File: config.mk
export PLATFORM = sky130hd
export DESIGN_NAME = linear_interp_resampler
export DESIGN_NICKNAME = d
export VERILOG_FILES = /design/src/hw/rtl/lir_pkg.sv /design/src/hw/rtl/linear_interp_resampler.sv /design/src/hw/rtl/lir_ctrl.sv /design/src/hw/rtl/lir_datapath.sv
export VERILOG_INCLUDE_DIRS = /design/src /design/src/hw/rtl
export SDC_FILE = /design/constraint.sdc
export NUM_CORES = 2
export LEC_CHECK = 0
export ABC_AREA = 1
export BUFFER_PORTS_ARGS = -buffer_cell sky130_fd_sc_hd__buf_2
export CORE_UTILIZATION = 30
export DETAILED_ROUTE_END_ITERATION = 16
export PLACE_DENSITY = 0.45
export SLEW_MARGIN = 20
export SYNTH_ARGS = -nofsm -noshare
export SYNTH_HDL_FRONTEND = slang
export SYNTH_SLANG_ARGS = --single-unit
File: constraint.sdc
create_clock -name clk -period 16.06 [get_ports clk]
set_input_delay 0.803 -clock clk [delete_from_list [all_inputs] [get_ports clk]]
set_output_delay 0.803 -clock clk [all_outputs]
set_load 0.005 [all_outputs]
File: src/hw/rtl/linear_interp_resampler_defines.svh
// Assertion macros shared by the resampler RTL.
// Each expands to one labeled concurrent assertion clocked on clk and held off
// during reset.
`ifndef LINEAR_INTERP_RESAMPLER_DEFINES_SVH
`define LINEAR_INTERP_RESAMPLER_DEFINES_SVH

// Same-cycle implication.
`define LIR_ASSERT_NOW(label, ante, cons, msg) \
	label: assert property (@(posedge clk) disable iff (!arst_n) (ante) |-> (cons)) \
		else $error(msg);

// Next-cycle implication.
`define LIR_ASSERT_NEXT(label, ante, cons, msg) \
	label: assert property (@(posedge clk) disable iff (!arst_n) (ante) |=> (cons)) \
		else $error(msg);

`endif

File: src/hw/rtl/lir_pkg.sv
`timescale 1ns / 1ps

package lir_pkg;

	// Configuration register indexes
	localparam int CFG_IDX_W = 1;
	localparam logic [CFG_IDX_W-1:0] REG_PHASE_STEP  = 1'd0;
	localparam logic [CFG_IDX_W-1:0] REG_MONO_SOURCE = 1'd1;

	typedef enum logic [1:0] {
		ST_IDLE,
		ST_MUL,
		ST_EMIT
	} lir_state_t;

	// Controller to datapath
	typedef struct packed {
		logic take_first;  // first sample: store as prior, no result
		logic take_skip;   // position beyond this pair: store, drop one unit
		logic take_run;    // latch current sample and differences
		logic mul;         // form fraction times difference
		logic emit;        // load output beat, advance position
	} lir_cmd_t;

	// Datapath to controller
	typedef struct packed {
		logic have_prior;
		logic offset_ge_one;
		logic out_free;
		logic run_done;
	} lir_sts_t;

endpackage

File: src/hw/rtl/linear_interp_resampler.sv
`timescale 1ns / 1ps
// Channel  Signals                                      Beat
// in       in_valid/in_ready, left_in, right_in         one stereo input sample
// out      out_valid/out_ready, left_out, right_out,    one interpolated sample,
//          run_last                                     run_last on last of input
// cfg      cfg_wr_en, cfg_index, cfg_data               one register write
//
// Sequence: an input beat whose pair brackets n output positions (0 to 4) runs
//   the multiply and emit steps once per output before the next input beat is
//   taken; each output passes the product register stage, then loads the output
//   register. A first sample or a beat with no outputs is handled in idle alone.
// Reset: arst_n clears the controller, read position, prior-valid flag and
//   the output valid flag, and returns phase_step to 1.0 and mono_source to 0.
// Stalls: a held output beat holds the datapath in the emit step; the input
//   side stays closed until the last output of the current beat is loaded.
`include "linear_interp_resampler_defines.svh"

module linear_interp_resampler
	import lir_pkg::*;
#(
	parameter int SAMPLE_BITS = 24,
	parameter int FRAC_BITS   = 16
) (
	input  logic                          clk,
	input  logic                          arst_n,
	input  logic                          in_valid,
	output logic                          in_ready,
	input  logic signed [SAMPLE_BITS-1:0] left_in,
	input  logic signed [SAMPLE_BITS-1:0] right_in,
	output logic                          out_valid,
	input  logic                          out_ready,
	output logic signed [SAMPLE_BITS-1:0] left_out,
	output logic signed [SAMPLE_BITS-1:0] right_out,
	output logic                          run_last,
	input  logic                          cfg_wr_en,
	input  logic [CFG_IDX_W-1:0]          cfg_index,
	input  logic [FRAC_BITS+2:0]          cfg_data
);

	localparam int O_W = FRAC_BITS + 3;
	localparam logic [O_W-1:0] STEP_RESET = O_W'(1) << FRAC_BITS;

	lir_cmd_t   cmd;
	lir_sts_t   sts;
	lir_state_t state;

	logic [O_W-1:0] phase_step_q;
	logic           mono_source_q;

	// Configuration registers; the datapath clamps the step to 0.25..4.0.
	always_ff @(posedge clk or negedge arst_n) begin
		if (!arst_n) begin
			phase_step_q  <= STEP_RESET;
			mono_source_q <= 1'b0;
		end else if (cfg_wr_en) begin
			case (cfg_index)
				REG_PHASE_STEP: begin
					phase_step_q <= cfg_data;
				end
				REG_MONO_SOURCE: begin
					mono_source_q <= cfg_data[0];
				end
				default: begin
					phase_step_q <= phase_step_q;
				end
			endcase
		end
	end

	// Sequencer: accept, then multiply and emit once per output position.
	lir_ctrl u_ctrl (
		.clk      (clk),
		.arst_n   (arst_n),
		.in_valid (in_valid),
		.in_ready (in_ready),
		.sts      (sts),
		.cmd      (cmd),
		.state    (state)
	);

	// Prior sample, read position, per-channel multiply and output register.
	lir_datapath #(
		.SAMPLE_BITS (SAMPLE_BITS),
		.FRAC_BITS   (FRAC_BITS)
	) u_dp (
		.clk         (clk),
		.arst_n      (arst_n),
		.cmd         (cmd),
		.sts         (sts),
		.phase_step  (phase_step_q),
		.mono_source (mono_source_q),
		.left_in     (left_in),
		.right_in    (right_in),
		.out_valid   (out_valid),
		.out_ready   (out_ready),
		.left_out    (left_out),
		.right_out   (right_out),
		.run_last    (run_last)
	);

	// The multiply step only runs on a position inside the current pair.
	`LIR_ASSERT_NOW(a_mul_in_pair, state == ST_MUL, !sts.offset_ge_one, "multiply past pair")
	// Never overwrite an output beat that has not been taken.
	`LIR_ASSERT_NOW(a_emit_free, cmd.emit, sts.out_free, "output overwritten")
	// A first sample yields no result and leaves the sequencer idle.
	`LIR_ASSERT_NEXT(a_first_idle, in_valid && in_ready && !sts.have_prior,
		state == ST_IDLE && sts.have_prior, "first sample started a run")

endmodule

File: src/hw/rtl/lir_ctrl.sv
`timescale 1ns / 1ps

module lir_ctrl
	import lir_pkg::*;
(
	input  logic       clk,
	input  logic       arst_n,
	input  logic       in_valid,
	output logic       in_ready,
	input  lir_sts_t   sts,
	output lir_cmd_t   cmd,
	output lir_state_t state
);

	lir_state_t state_q;
	lir_state_t state_d;

	always_ff @(posedge clk or negedge arst_n) begin
		if (!arst_n) begin
			state_q <= ST_IDLE;
		end else begin
			state_q <= state_d;
		end
	end

	always_comb begin
		state_d = state_q;
		case (state_q)
			ST_IDLE: begin
				if (in_valid && sts.have_prior && !sts.offset_ge_one) begin
					state_d = ST_MUL;
				end
			end
			ST_MUL: begin
				state_d = ST_EMIT;
			end
			ST_EMIT: begin
				if (sts.out_free) begin
					state_d = sts.run_done ? ST_IDLE : ST_MUL;
				end
			end
			default: begin
				state_d = ST_IDLE;
			end
		endcase
	end

	always_comb begin
		cmd      = '0;
		in_ready = 1'b0;
		case (state_q)
			ST_IDLE: begin
				in_ready       = 1'b1;
				cmd.take_first = in_valid && !sts.have_prior;
				cmd.take_skip  = in_valid && sts.have_prior && sts.offset_ge_one;
				cmd.take_run   = in_valid && sts.have_prior && !sts.offset_ge_one;
			end
			ST_MUL: begin
				cmd.mul = 1'b1;
			end
			ST_EMIT: begin
				cmd.emit = sts.out_free;
			end
			default: begin
				cmd = '0;
			end
		endcase
	end

	assign state = state_q;

endmodule

File: src/hw/rtl/lir_datapath.sv
`timescale 1ns / 1ps

module lir_datapath
	import lir_pkg::*;
#(
	parameter int SAMPLE_BITS = 24,
	parameter int FRAC_BITS   = 16
) (
	input  logic                          clk,
	input  logic                          arst_n,
	input  lir_cmd_t                      cmd,
	output lir_sts_t                      sts,
	input  logic [FRAC_BITS+2:0]          phase_step,
	input  logic                          mono_source,
	input  logic signed [SAMPLE_BITS-1:0] left_in,
	input  logic signed [SAMPLE_BITS-1:0] right_in,
	output logic                          out_valid,
	input  logic                          out_ready,
	output logic signed [SAMPLE_BITS-1:0] left_out,
	output logic signed [SAMPLE_BITS-1:0] right_out,
	output logic                          run_last
);

	localparam int S   = SAMPLE_BITS;
	localparam int F   = FRAC_BITS;
	localparam int O_W = F + 3;
	localparam int P_W = S + F + 2;
	localparam logic [O_W-1:0] ONE      = O_W'(1) << F;
	localparam logic [O_W-1:0] STEP_MIN = O_W'(1) << (F - 2);
	localparam logic [O_W-1:0] STEP_MAX = O_W'(4) << F;
	localparam logic [P_W-1:0] HALF     = P_W'(1) << (F - 1);

	logic signed [S-1:0] cur_l, cur_r;
	logic signed [S-1:0] prior_l_q, prior_r_q, cur_l_q, cur_r_q;
	logic signed [S:0]   diff_l_q, diff_r_q;
	logic signed [P_W-1:0] prod_l_s1, prod_r_s1;
	logic [P_W-1:0] rnd_l, rnd_r;
	logic [O_W-1:0] offset_q, step_c, next_off;
	logic have_prior_q, out_valid_q, run_last_q;
	logic signed [S-1:0] left_q, right_q;
	logic signed [F:0] frac;

	assign cur_l = left_in;
	assign cur_r = mono_source ? left_in : right_in;

	always_comb begin
		if (phase_step < STEP_MIN) begin
			step_c = STEP_MIN;
		end else if (phase_step > STEP_MAX) begin
			step_c = STEP_MAX;
		end else begin
			step_c = phase_step;
		end
	end

	assign next_off = offset_q + step_c;
	assign frac     = $signed({1'b0, offset_q[F-1:0]});
	assign rnd_l    = prod_l_s1 + HALF;
	assign rnd_r    = prod_r_s1 + HALF;

	// Control state
	always_ff @(posedge clk or negedge arst_n) begin
		if (!arst_n) begin
			have_prior_q <= 1'b0;
			offset_q     <= '0;
			out_valid_q  <= 1'b0;
		end else begin
			if (cmd.take_first) begin
				have_prior_q <= 1'b1;
			end
			if (cmd.take_skip) begin
				offset_q <= offset_q - ONE;
			end else if (cmd.emit) begin
				offset_q <= next_off[F +: 3] != 3'd0 ? next_off - ONE : next_off;
			end
			if (cmd.emit) begin
				out_valid_q <= 1'b1;
			end else if (out_ready) begin
				out_valid_q <= 1'b0;
			end
		end
	end

	// Sample path
	always_ff @(posedge clk) begin
		if (cmd.take_first || cmd.take_skip) begin
			prior_l_q <= cur_l;
			prior_r_q <= cur_r;
		end else if (cmd.emit && sts.run_done) begin
			prior_l_q <= cur_l_q;
			prior_r_q <= cur_r_q;
		end
		if (cmd.take_run) begin
			cur_l_q  <= cur_l;
			cur_r_q  <= cur_r;
			diff_l_q <= {cur_l[S-1], cur_l} - {prior_l_q[S-1], prior_l_q};
			diff_r_q <= {cur_r[S-1], cur_r} - {prior_r_q[S-1], prior_r_q};
		end
		if (cmd.mul) begin
			prod_l_s1 <= frac * diff_l_q;
			prod_r_s1 <= frac * diff_r_q;
		end
		if (cmd.emit) begin
			left_q     <= prior_l_q + $signed(rnd_l[F +: S]);
			right_q    <= prior_r_q + $signed(rnd_r[F +: S]);
			run_last_q <= sts.run_done;
		end
	end

	assign sts.have_prior    = have_prior_q;
	assign sts.offset_ge_one = offset_q[F +: 3] != 3'd0;
	assign sts.out_free      = !out_valid_q || out_ready;
	assign sts.run_done      = next_off[F +: 3] != 3'd0;

	assign out_valid = out_valid_q;
	assign left_out  = left_q;
	assign right_out = right_q;
	assign run_last  = run_last_q;

endmodule

==> Word-level counts from Yosys, hierarchy flattened <==
Cells that the tools add are included.
{ "word_totals": {"reg_bits": 318, "input_bits": 73, "output_inout_bits": 51} }
{ "op_classes": {"n_addsub": 9, "n_mul": 2, "n_lt_le_gt_ge": 2, "eq_ne": 4, "muxes": 20, "n_bitwise": 1, "n_reduce_logical": 19} }
{ "ops": {"columns": ["op", "count"], "rows": [
  ["2-to-1 mux 24 bit", 5],
  ["2-to-1 mux 19 bit", 5],
  ["adder 40 x 16 -> 40 bit, second input constant", 2],
  ["multiplier 17 x 25 -> 40 bit", 2],
  ["subtractor 24 x 24 -> 25 bit", 2],
  ["adder 24 bit", 2],
  ["subtractor 19 x 17 -> 19 bit, second input constant", 2],
  ["adder 19 bit", 1],
  ["greater-than comparator 19 bit, second input constant", 1],
  ["less-than comparator 19 x 15 -> 1 bit, second input constant", 1],
  ["2-to-1 mux 1 bit", 6],
  ["one-hot mux 2 bit (3 select lines)", 1],
  ["AND reduction 2 bit", 3],
  ["nonzero test 2 bit", 3],
  ["nonzero test 3 bit", 2],
  ["logical AND 1 bit", 5],
  ["2-to-1 mux 2 bit", 2],
  ["!= test 2 x 1 -> 1 bit, second input constant", 2],
  ["logical NOT 1 bit", 3],
  ["2-to-1 mux 3 bit", 1],
  ["== test 2 x 1 -> 1 bit, second input constant", 1],
  ["== test 2 bit, second input constant", 1],
  ["logical NOT 2 bit", 1],
  ["logical OR 1 bit", 2],
  ["inverter 1 bit", 1]
]} }

==> Depth between registers and ports, before layout <==
{ "depth": {"word_depth": 8, "mapped_depth": 30, "mapped_depth_nobuf": 28} }

==> Hierarchy <==
Synthesis repeated with hierarchy kept, for this count alone.
{ "unflattened": {"cells_unflattened": 6162, "area_unflattened_um2": 47893.4} }
{ "modules_own_cells": {"columns": ["module", "instances", "cells_each", "area_each_um2", "seq_area_each_um2"], "rows": [
  ["lir_datapath", 1, 6050, 46927.5, 7882.6],
  ["linear_interp_resampler", 1, 88, 815.8, 501.7],
  ["lir_ctrl", 1, 24, 150.1, 50.0]
]} }

==> Worst setup path after synthesis <==
No wires, ideal clock.
{ "synth_timing": {"path_kind": "register to register", "startpoint": "reg phase_step_q[16]", "endpoint": "reg u_dp.prior_l_q[0] (enable)", "setup_ps": 520, "arrival_time_ps": 6403, "t_required_ps": 15540, "slack_ps": 9137, "stages_incl_launch_ff": 22, "synth_period_minus_slack_ps": 6923, "path_cell_list": "dfstp_2 -> nor2_1 -> nand2_1 -> inv_1 -> nand4_1 -> nand2_1 -> inv_1 -> buf_1 -> nor2_1 -> ha_1 -> fa_1 -> nand3_1 -> nand3_1 -> nand2_1 -> nand2_1 -> nand2_1 -> nand2_1 -> nand2_1 -> nand2_1 -> ha_1 -> ha_1 -> o21ai_0"} }
{ "synth_via": {"elab_chain_cells": 7, "elab_cells_between_ends": 8, "cone_classes": "add/sub: 1; order compare: 2; mux: 2; reduce/logical: 3"} }
{ "synth_lines": {"columns": ["item", "line", "rtl"], "rows": [
  ["from (decl)", "linear_interp_resampler.sv:47", "logic [O_W-1:0] phase_step_q;"],
  ["from (signal assigned)", "linear_interp_resampler.sv:58", "phase_step_q <= cfg_data;"],
  ["from (signal assigned)", "linear_interp_resampler.sv:64", "phase_step_q <= phase_step_q;"],
  ["greater-than comparator 19 bit", "lir_datapath.sv:49", "end else if (phase_step > STEP_MAX) begin"],
  ["2-to-1 mux 19 bit", "lir_datapath.sv:49", null],
  ["2-to-1 mux 19 bit (*)", "lir_datapath.sv:47", "if (phase_step < STEP_MIN) begin"],
  ["adder 19 bit (*)", "lir_datapath.sv:56", "assign next_off = offset_q + step_c;"],
  ["nonzero test 3 bit (*)", "lir_datapath.sv:113", "assign sts.run_done = next_off[F +: 3] != 3'd0;"],
  ["logical AND 1 bit (*)", "lir_datapath.sv:89", "end else if (cmd.emit && sts.run_done) begin"],
  ["nonzero test 2 bit (no source line) (*)", null, null],
  ["to (signal assigned)", "lir_datapath.sv:87", "prior_l_q <= cur_l;"],
  ["to (signal assigned)", "lir_datapath.sv:90", "prior_l_q <= cur_l_q;"],
  ["to (decl)", "lir_datapath.sv:34", "logic signed [S-1:0] prior_l_q, prior_r_q, cur_l_q, cur_r_q;"]
]} }
Mark *: on every way between the ends. The rest lies on a longest branch, timed or not.
A chain may end at the register's enable or synchronous reset.

==> Final worst setup path <==
{ "layout_timing": {"startpoint": "reg u_dp.offset_q[3]", "endpoint": "reg u_dp.prod_r_s1[37], data pin"} }
{ "layout_via": {"elab_chain_cells": 1} }
{ "layout_lines": {"columns": ["item", "line", "rtl"], "rows": [
  ["from (decl)", "lir_datapath.sv:38", "logic [O_W-1:0] offset_q, step_c, next_off;"],
  ["from (signal assigned)", "lir_datapath.sv:72", "offset_q <= offset_q - ONE;"],
  ["from (signal assigned)", "lir_datapath.sv:74", "offset_q <= next_off[F +: 3] != 3'd0 ? next_off - ONE : next_off;"],
  ["multiplier 17 x 25 -> 40 bit", "lir_datapath.sv:101", "prod_r_s1 <= frac * diff_r_q;"],
  ["to (signal assigned)", "lir_datapath.sv:101", null],
  ["to (decl)", "lir_datapath.sv:36", "logic signed [P_W-1:0] prod_l_s1, prod_r_s1;"]
]} }
No other way between the ends.

==> impl_metrics.env <==
export IMPL_status="finished, final reports clean"
export IMPL_cts_tree="built"
export IMPL_clkTransAtPathRegs_ns=0.06
export IMPL_cts_hold_buf=0
export IMPL_synth_edf_count=245
export IMPL_grt_total_usage_pct=18.9
export IMPL_setup_tns_ns=0
export IMPL_dr_pass1_iters=5
export IMPL_clkSinkCount=288
export IMPL_place_area_mm2=0.0503
export IMPL_cpMaxStageDelayCell="fa_1"
export IMPL_worstRegToRegCells=19
export IMPL_clock_skew_ns=0.0456
export IMPL_die_area_mm2=0.160
export IMPL_start_kind="register"
export IMPL_synth_fp_nets=7230
export IMPL_nets=7215
export IMPL_r2r_start="u_dp.offset_q[3]"
export IMPL_top_usage_layer="met2"
export IMPL_async_flop_share_pct=14.9
export IMPL_yosysMostFrequentCell="nand2_1"
export IMPL_grt_pass1_wl_um=234000
export IMPL_netlist_cell_type_count=53
export IMPL_grtUsageMet1_pct=25.7
export IMPL_dp_cells=8087
export IMPL_viasPerCell=4.56
export IMPL_setup_viol=0
export IMPL_period_minus_slack_ns=6.70
export IMPL_slew_viol_final=0
export IMPL_cts_buffers=40
export IMPL_grt_util_met3_pct=1.73
export IMPL_rows=145
export IMPL_fp_dieH_um=400
export IMPL_antenna_found_initial=3
export IMPL_stdcell_area_mm2=0.0516
export IMPL_cp_required_ns=16.44
export IMPL_grt_max_degree=75
export IMPL_syn_inst=6087
export IMPL_path_cells="buf_4, nand2_1, fa_1, fa_1, inv_1, fa_1, fa_1, fa_1, inv_1, fa_1, inv_1, ha_1, nand2_1, nor2_1, nand2_1, nor2_1, nand4_1, nand4_1, nand2_1"
export IMPL_ios=124
export IMPL_postCtsSetupBuffers=0
export IMPL_worst_setup_path_end_kind="register"
export IMPL_wl_per_cell_um=18.3
export IMPL_r2r_slack_ns=9.36
export IMPL_start_util_pct=30.4
export IMPL_gp_congestion=0.883
export IMPL_rsz0062_at_grt="no"
export IMPL_layout_drive_gt1_share_pct=5.13
export IMPL_cts_max_path_buffers=3
export IMPL_max_freq_mhz=149
export IMPL_synthTopCellsByArea="fa_1 (32%), edfxtp_1 (15%), nand2_1 (13%), inv_1 (12%), ha_1 (8.2%)"
export IMPL_path_buf_inv=4
export IMPL_r2r_end="u_dp.prod_r_s1[37]"
export IMPL_finalHoldViolCount=0
export IMPL_num_antenna_cells=0
export IMPL_htreeDepth=2
export IMPL_synth_seq_cells=288
export IMPL_synth_top_cell_area_share_pct=31.9
export IMPL_ys_flop_type="edfxtp_1"
export IMPL_drt_wl_total_um=149000
export IMPL_place_detailed_hpwl_um=119000
export IMPL_critPathMostFrequentCell="fa_1"
export IMPL_worstMarginPinSlew_ns=1.06
export IMPL_drcViolationCount=0
export IMPL_critPathArrivalTime_ns=7.08
export IMPL_portBuffers=123
export IMPL_ant_nets=0
export IMPL_area_growth_pct=8.42
export IMPL_slew_headroom_pct=29.6
export IMPL_avgSynthCellArea_um2=7.83
export IMPL_grt_ovfl_total=0
export IMPL_crit_path_max_fanout=29
export IMPL_stdcell_count=8160
export IMPL_yosys_top_cells_count="nand2_1 (1663), inv_1 (1564), fa_1 (759)"
export IMPL_drt_iter0_drc=2147
export IMPL_syn_area_mm2=0.0476
export IMPL_path_depth=19
export IMPL_cp_endpoint="u_dp.prod_r_s1[37]"
export IMPL_grt_pass1_vias=39298
export IMPL_dieWidth_um=400
export IMPL_dr_total_vias=37200
export IMPL_ys_warn_count=0
export IMPL_yosysSeqAreaShare_pct=17.7
export IMPL_cap_violations=0
export IMPL_synth_top_area_cell="fa_1"
export IMPL_critPathTopFamily="adder cells"
export IMPL_fin_crit_sh_pct=41.7
export IMPL_slowest_delay_ns=0.78
export IMPL_crit_type="register to register"
export IMPL_clock_latency_ns=0.63
export IMPL_critPathLaunch="u_dp.offset_q[3]"
export IMPL_clockRootBuffer="clkbuf_16"
export IMPL_use_met2_pct=32.4
export IMPL_coreArea_mm2=0.157
export IMPL_hp_class="input port to asynchronous set/reset pin"
export IMPL_post_cts_resized=0
## how the worst min path moves through the flow
| stage | start | to | slack, ns |
|---|---|---|---|
| 3_3_place_gp | phase_step_q[16] | phase_step_q[16] | 0.49 |
| 4_1_cts | arst_n | mono_source_q | 0.28 |
| 6_report | arst_n | mono_source_q | 0.29 |
| 3_5_place_dp | phase_step_q[16] | phase_step_q[16] | 0.49 |
| 2_1_floorplan | phase_step_q[16] | phase_step_q[16] | 0.46 |
| 5_1_grt | arst_n | phase_step_q[9] | 0.33 |
## layout make-up
type | count | area [um^2]
Tap cell | 2058 | 2570
Clock buffer | 48 | 1070
Multi-Input combinational cell | 4012 | 32500
Sequential cell | 288 | 8460
Fill cell | 16778 | 105000
Timing Repair Buffer | 155 | 876
Clock inverter | 24 | 243
Inverter | 1575 | 5910
## cells in the final DEF (no fill, tap or decap), types with 4 or more instances in the layout
master	n
clkbuf_1	5
a31oi_1	7
clkinvlp_4	4
buf_4	31
dfrtp_2	17
nor2_4	4
o21ai_2	4
xor2_1	110
clkbuf_16	41
inv_2	10
mux2_2	11
clkinv_1	6
nand2_2	7
buf_2	123
nand3_2	6
o21ai_0	114
clkinv_2	6
nand3b_1	7
a21boi_0	7
edfxtp_1	245
dfrtp_1	25
fa_1	759
or2_1	6
o21bai_1	27
nor3_1	33
xnor2_1	49
nor2_2	11
ha_1	311
o21ai_1	27
o21a_1	5
nor3_2	10
a21oi_1	246
nand4_1	50
inv_1	1564
a21o_1	16
nand2_1	1663
nand3_1	152
nor4_1	10
nor2_1	326
## worst register-to-register path, delay by kind of cell, from the launching register on
family / cells / cell delay (ns)
flops: 1 / 0.70
fa+ha+maj: 7 / 3.68
simple gates: 8 / 1.26
buf+inv: 4 / 0.88
## state kept, by name (all words and copies together), names as in the netlist, 19 cells and up
name / cells
u_dp.diff_l_q: 25
u_dp.diff_r_q: 25
u_dp.prod_l_s1: 25
u_dp.prod_r_s1: 25
u_dp.cur_l_q: 24
u_dp.cur_r_q: 24
u_dp.left_out: 24
u_dp.prior_l_q: 24
u_dp.prior_r_q: 24
u_dp.right_out: 24
phase_step_q: 19
u_dp.offset_q: 19
## per-layer routing
metal	up-vias	part of all wire (%)	wire [um]
met4	0	2.3	3450
li1	17964	-	-
met3	132	3.1	4580
met5	-	0	0
met1	18514	47	69700
met2	590	48	71300
## kinds of logic (layout without fill, tap and decap cells)
kind of cell             count (synthesis)  after routing  synth area share, %
AO/OA/AOI/OAI                          470            470                 5.41
XOR/XNOR                               159            159                 2.92
adder cells (fa/ha/maj)               1070           1070                 40.1
buffers and inverters                 1787           1802                 14.1
flip-flops                             288            288                 17.7
multiplexers                            11             11                0.260
AND/OR/NAND/NOR                       2302           2302                 19.5
## through the flow
stage          utilization, %  hold WS [ns]  setup WS (ns)
6_report                 32.9         0.285           9.36
5_1_grt                  32.9         0.329           8.93
4_1_cts                  32.9         0.283           9.35
3_5_place_dp             32.1         0.490           9.33
3_3_place_gp             32.1         0.488           9.43
2_1_floorplan               -         0.461           9.14
Power is left out: the tool's default activity adds up to more than one toggle a clock period on the data nets, which glitch-free logic cannot reach.
